[src/pspt_pkg.sv]
package pspt_pkg;

    localparam int TABLE_ENTRIES = 32;
    localparam int ADDR_W        = 64;
    localparam int DIST_W        = 8;
    localparam int CMP_W         = 32;
    localparam int PROD_W        = DIST_W + CMP_W;
    localparam int CFG_ADDR_W    = 3;
    localparam int CFG_DATA_W    = 32;

    localparam logic [DIST_W-1:0] DIST_RESET = DIST_W'(1);

    localparam logic REG_PREFETCH_DISTANCE = 1'b0;

    typedef enum logic [1:0] {
        ST_INVALID  = 2'd0,
        ST_TRAINING = 2'd1,
        ST_ACTIVE   = 2'd2
    } entry_state_t;

    typedef enum logic [3:0] {
        S_IDLE,
        S_LOOKUP,
        S_DECIDE,
        S_SCAN,
        S_INSTALL,
        S_FETCH,
        S_DIFF,
        S_ABS,
        S_UPDATE,
        S_ADD,
        S_RESULT
    } fsm_state_t;

    typedef struct packed {
        logic capture;
        logic lookup;
        logic decide;
        logic scan_start;
        logic scan_step;
        logic install;
        logic diff;
        logic absolute;
        logic update;
        logic add;
        logic load_out;
    } cmd_t;

    typedef struct packed {
        logic hit;
        logic any_invalid;
        logic scan_done;
        logic fire;
        logic out_free;
    } status_t;

endpackage

[src/pspt_ctrl.sv]
module pspt_ctrl (
    input  logic              clk,
    input  logic              rst_n,
    input  logic              in_valid,
    output logic              in_ready,
    input  pspt_pkg::status_t status,
    output pspt_pkg::cmd_t    cmd
);

    pspt_pkg::fsm_state_t state_reg;
    pspt_pkg::fsm_state_t state_next;

    always_ff @(posedge clk or negedge rst_n)
    begin
        if (!rst_n)
        begin
            state_reg <= pspt_pkg::S_IDLE;
        end
        else
        begin
            state_reg <= state_next;
        end
    end

    always_comb
    begin
        state_next = state_reg;
        cmd        = '0;
        in_ready   = 1'b0;
        case (state_reg)
            pspt_pkg::S_IDLE:
            begin
                in_ready = 1'b1;
                if (in_valid)
                begin
                    cmd.capture = 1'b1;
                    state_next  = pspt_pkg::S_LOOKUP;
                end
            end
            pspt_pkg::S_LOOKUP:
            begin
                cmd.lookup = 1'b1;
                state_next = pspt_pkg::S_DECIDE;
            end
            pspt_pkg::S_DECIDE:
            begin
                cmd.decide = 1'b1;
                if (status.hit)
                begin
                    state_next = pspt_pkg::S_FETCH;
                end
                else if (status.any_invalid)
                begin
                    state_next = pspt_pkg::S_INSTALL;
                end
                else
                begin
                    cmd.scan_start = 1'b1;
                    state_next     = pspt_pkg::S_SCAN;
                end
            end
            pspt_pkg::S_SCAN:
            begin
                cmd.scan_step = 1'b1;
                if (status.scan_done)
                begin
                    state_next = pspt_pkg::S_INSTALL;
                end
            end
            pspt_pkg::S_INSTALL:
            begin
                cmd.install = 1'b1;
                state_next  = pspt_pkg::S_RESULT;
            end
            pspt_pkg::S_FETCH:
            begin
                state_next = pspt_pkg::S_DIFF;
            end
            pspt_pkg::S_DIFF:
            begin
                cmd.diff   = 1'b1;
                state_next = pspt_pkg::S_ABS;
            end
            pspt_pkg::S_ABS:
            begin
                cmd.absolute = 1'b1;
                state_next   = pspt_pkg::S_UPDATE;
            end
            pspt_pkg::S_UPDATE:
            begin
                cmd.update = 1'b1;
                state_next = status.fire ? pspt_pkg::S_ADD : pspt_pkg::S_RESULT;
            end
            pspt_pkg::S_ADD:
            begin
                cmd.add    = 1'b1;
                state_next = pspt_pkg::S_RESULT;
            end
            pspt_pkg::S_RESULT:
            begin
                if (status.out_free)
                begin
                    cmd.load_out = 1'b1;
                    state_next   = pspt_pkg::S_IDLE;
                end
            end
            default:
            begin
                state_next = pspt_pkg::S_IDLE;
            end
        endcase
    end

endmodule

[config.mk]
export PLATFORM = sky130hd
export DESIGN_NAME = pspt_ctrl
export DESIGN_NICKNAME = d
export VERILOG_FILES = /design/src/pspt_pkg.sv /design/src/pspt_ctrl.sv
export SDC_FILE = /design/constraint.sdc
export NUM_CORES = 1
export LEC_CHECK = 0
export ABC_CLOCK_PERIOD_IN_PS = 3700
export CAP_MARGIN = 20
export CORE_AREA = 4 4 41 43
export CTS_CLUSTER_SIZE = 12
export DETAILED_ROUTE_END_ITERATION = 16
export DIE_AREA = 0 0 45 47
export DONT_BUFFER_PORTS = 1
export PLACE_DENSITY = 0.52
export SLEW_MARGIN = 25
export SYNTH_ARGS = -nofsm -noshare
export SYNTH_HDL_FRONTEND = slang
export SYNTH_SLANG_ARGS = --single-unit
[constraint.sdc]
create_clock -name clk -period 3.7 [get_ports clk]
set_input_delay 0.74 -clock clk [delete_from_list [all_inputs] [get_ports clk]]
set_output_delay 0.74 -clock clk [all_outputs]
set_load 0.05 [all_outputs]
==> flow_summary_export.csv <==
group,metric,value,unit
layout,synthToLayoutAreaGrowth,16.2,%
critical_path,worstPathBufferInverterCount,1,
die,die_x,45,um
layout,n_antenna_cell,0,
logic_synthesis,synth_adder_area_share,0,%
critical_path,timing.critical_path.to_type,"output pin",
logic_synthesis,mappedNetlistArea,425,um^2
run_status,status,"finished, final reports clean",
grt,grt_remaining_overflow,0,
routing,detailroute.via_count,412,
logic_synthesis,synth_top_area_share,23.5,%
layout,flip_flop_count_of_the_largest_register_all_copies_and_words_added,4,
layout,fillers,146,
timing,clock-skew-final,0.00382,ns
worst_hold_path,worst_hold_path_type,"in2async",
logic_synthesis,yosys_register_bits,4,
logic_synthesis,ys_async_sr_fraction,100,%
routing,m1WireLength,449,um
power,vdd_ir_drop_max,0.476,mV
timing,fmax,335,MHz
critical_path,critical_path.max_fanout,17,
clock_tree,clockBufferDepth,2,
grt,number_of_antenna_violations_at_the_first_check_in_global_routing,0,
power,netSwitchingFraction,57.9,%
logic_synthesis,area_fraction_in_compound_gates_after_synthesis,14.4,%
routing,routed-wl-met3,56,um
logic_synthesis,synth_fp_nets,59,
routing,ant_nets,0,
routing,dr_wl_met2,500,um
layout,post_route_cells_drive_above_1_share,25.0,%
power,clock_power_share,11.0,%
layout,finish.net_count,66,
place,placed_cells_incl_taps,68,
logic_synthesis,mux_contribution_to_synthesized_area,0,%
routing,avgViaCountPerCell,5.80,
place,gp_congestion,0.709,
power,static-leakage-power,0.000199,uW
clock_tree,cts_root_buf,"sky130_fd_sc_hd__clkbuf_4",
routing,wire_per_inst,14.4,um
grt,first_global_vias,373,
timing,worst_hold_slack,0.197,ns
clock_tree,cts_max_level,1,
logic_synthesis,synth.lib_cells_used.distinct,28,
logic_synthesis,yosysSeqAreaShare,23.5,%
clock_tree,post-cts-setup-buffers,0,
timing,post-route-period-util,80.7,%
critical_path,worstPathCellList,"or4_1, inv_1, and2_1",
logic_synthesis,synth-main-ff-cell,"sky130_fd_sc_hd__dfrtp_1",
timing,hold_viol_final,0,
critical_path,timing_worst_setup_path_type,"reg2out",
timing,post_layout_min_period,2.99,ns
timing,maxSlewHeadroom,40.3,%
die,rows,13,
power,p_seq_share,24.7,%
routing,topRoutingLayerUsed,"met4",
timing,worst-slew-pin-transition,0.892,ns
clock_tree,cts_tree,"built",
die,core_area,1300,um^2
layout,instances_no_fill,71,
routing,initialDrtViolationCount,5,
logic_synthesis,ys_warn_count,0,
critical_path,worst_path_dominant_cell_family,"simple AND/OR/NAND/NOR gates",
die,initial_core_util,32.7,%
die,die-area,2120,um^2
logic_synthesis,synth_common_cells,"sky130_fd_sc_hd__dfrtp_1, sky130_fd_sc_hd__nand2b_1, sky130_fd_sc_hd__nor2_1",
routing,detail_route.drc_violations,0,
timing,timing.final.setup_violations,0,
critical_path,critical_path_required,2.96,ns
grt,grt_util_all_layers,11.7,%
place,buffer_ports.inserted,0,
logic_synthesis,synth_area_per_cell,8.34,um^2
clock_tree,tritoncts.num_buffers,3,
power,p_switching,288,uW
timing,layout_setup_ws,0.714,ns
timing,report.final.slew_viol_count,0,
flow_run,cap_violations,0,
die,fp.dieH,47,um
power,cellPowerDensity,1010,nW/um^2
logic_synthesis,synth_edf_count,0,
place,dp_hpwl,742,um
critical_path,cp.arrival,2.25,ns
clock_tree,cts_sinks,4,
logic_synthesis,yosys-top-cells-area,"sky130_fd_sc_hd__dfrtp_1, sky130_fd_sc_hd__nor4b_2, sky130_fd_sc_hd__nand2b_1",
critical_path,cpPeakStageDelay,0.59,ns
grt,grt_first_pass_wirelength,1.74,mm
timing,tns,0,ns
clock_tree,postCtsHoldBufs,0,
power,p_int,209,uW
critical_path,setup.worst_path.start_class,"register",
die,num_io_pins,20,
critical_path,cpMaxStageDelayCell,"sky130_fd_sc_hd__or4_1",
place,place_ws,0.968,ns
timing,rsz0062_at_grt,"no",
logic_synthesis,post_synth_inst_count,51,
clock_tree,cts.reportedPaths.clkPinSlew,0.04,ns
clock_tree,worst_skew_pair.late_latency,0.24,ns
routing,drt_wl_total,1.03,mm
logic_synthesis,yosys.area_share.xor_xnor,0,%
grt,grt_max_degree,19,
logic_synthesis,synth_top_family_by_area,"simple AND/OR/NAND/NOR gates",
logic_synthesis,netlist.top_cell.by_area,"sky130_fd_sc_hd__dfrtp_1",
clock_tree,cts_resized,0,
logic_synthesis,synth-simple-area-share,54.7,%
power,p_comb_share,64.3,%
routing,drt_first_pass_iters,3,
## final cells by class
cell class,count,area (um^2),area share [%]
inverter,1,3.75,0.759
clock buffer,3,22.5,4.56
sequential,4,100,20.3
tap,15,18.8,3.80
timing repair buffer,6,45.0,9.11
multi-input combinational,42,304,61.5
## worst paths after layout
path,start,end,slack (ns),depth (start not counted)
worst min-delay path,rst_n,state_reg[0],0.20,0
worst max register to register,state_reg[0],state_reg[1],1.51,4
worst min register to register,state_reg[1],state_reg[3],0.76,1
max in group asynchronous,rst_n,state_reg[1],3.43,0
worst max-delay path,state_reg[0],cmd[10],0.71,3
min in group clk,status[2],state_reg[0],0.71,2
## metrics by stage
step | utilization, % | total power, uW | cell area (um^2)
CTS | 38.0 | 503 | 494
detailed placement | 36.3 | 444 | 472
finish | 38.0 | 498 | 494
floorplan | - | 394 | 425
global route | 38.0 | 541 | 494
global placement | 36.3 | 445 | 472
## per-layer routing
layer / GRT usage, % / vias to the layer above
met1: 14.6 / 191
li1: - / 206
met4: 5.26 / 0
met5: 0 / -
met3: 4.98 / 2
met2: 17.5 / 13
## power by group through the flow
| stage | Combinational [uW] | Clock (uW) | Sequential, uW |
|---|---|---|---|
| after floorplan | 306 | 0 | 88.1 |
| after global placement | 323 | 0 | 122 |
| after detailed placement | 321 | 0 | 123 |
| after CTS | 323 | 57.2 | 123 |
| after global routing | 348 | 60.2 | 133 |
| final | 320 | 54.5 | 123 |
## layout by cell type (no fill, tap or decap), types with 2 or more instances in the layout
cell,instances
sky130_fd_sc_hd__dfrtp_1,4
sky130_fd_sc_hd__buf_4,6
sky130_fd_sc_hd__nand2b_1,4
sky130_fd_sc_hd__nor2_1,4
sky130_fd_sc_hd__or3b_1,2
sky130_fd_sc_hd__a21oi_1,3
sky130_fd_sc_hd__o21ai_0,3
sky130_fd_sc_hd__nor3_1,3
sky130_fd_sc_hd__or4_1,3
sky130_fd_sc_hd__nor3b_2,2
sky130_fd_sc_hd__nor4b_2,2
sky130_fd_sc_hd__clkbuf_4,3
## cell families after synthesis
kind of cell           Yosys count
and+or+nand+nor                 32
AOI/OAI and AO/OA               10
buffers and inverters            5
DFF                              4
Note: power is estimated with default switching activity, not from simulation.
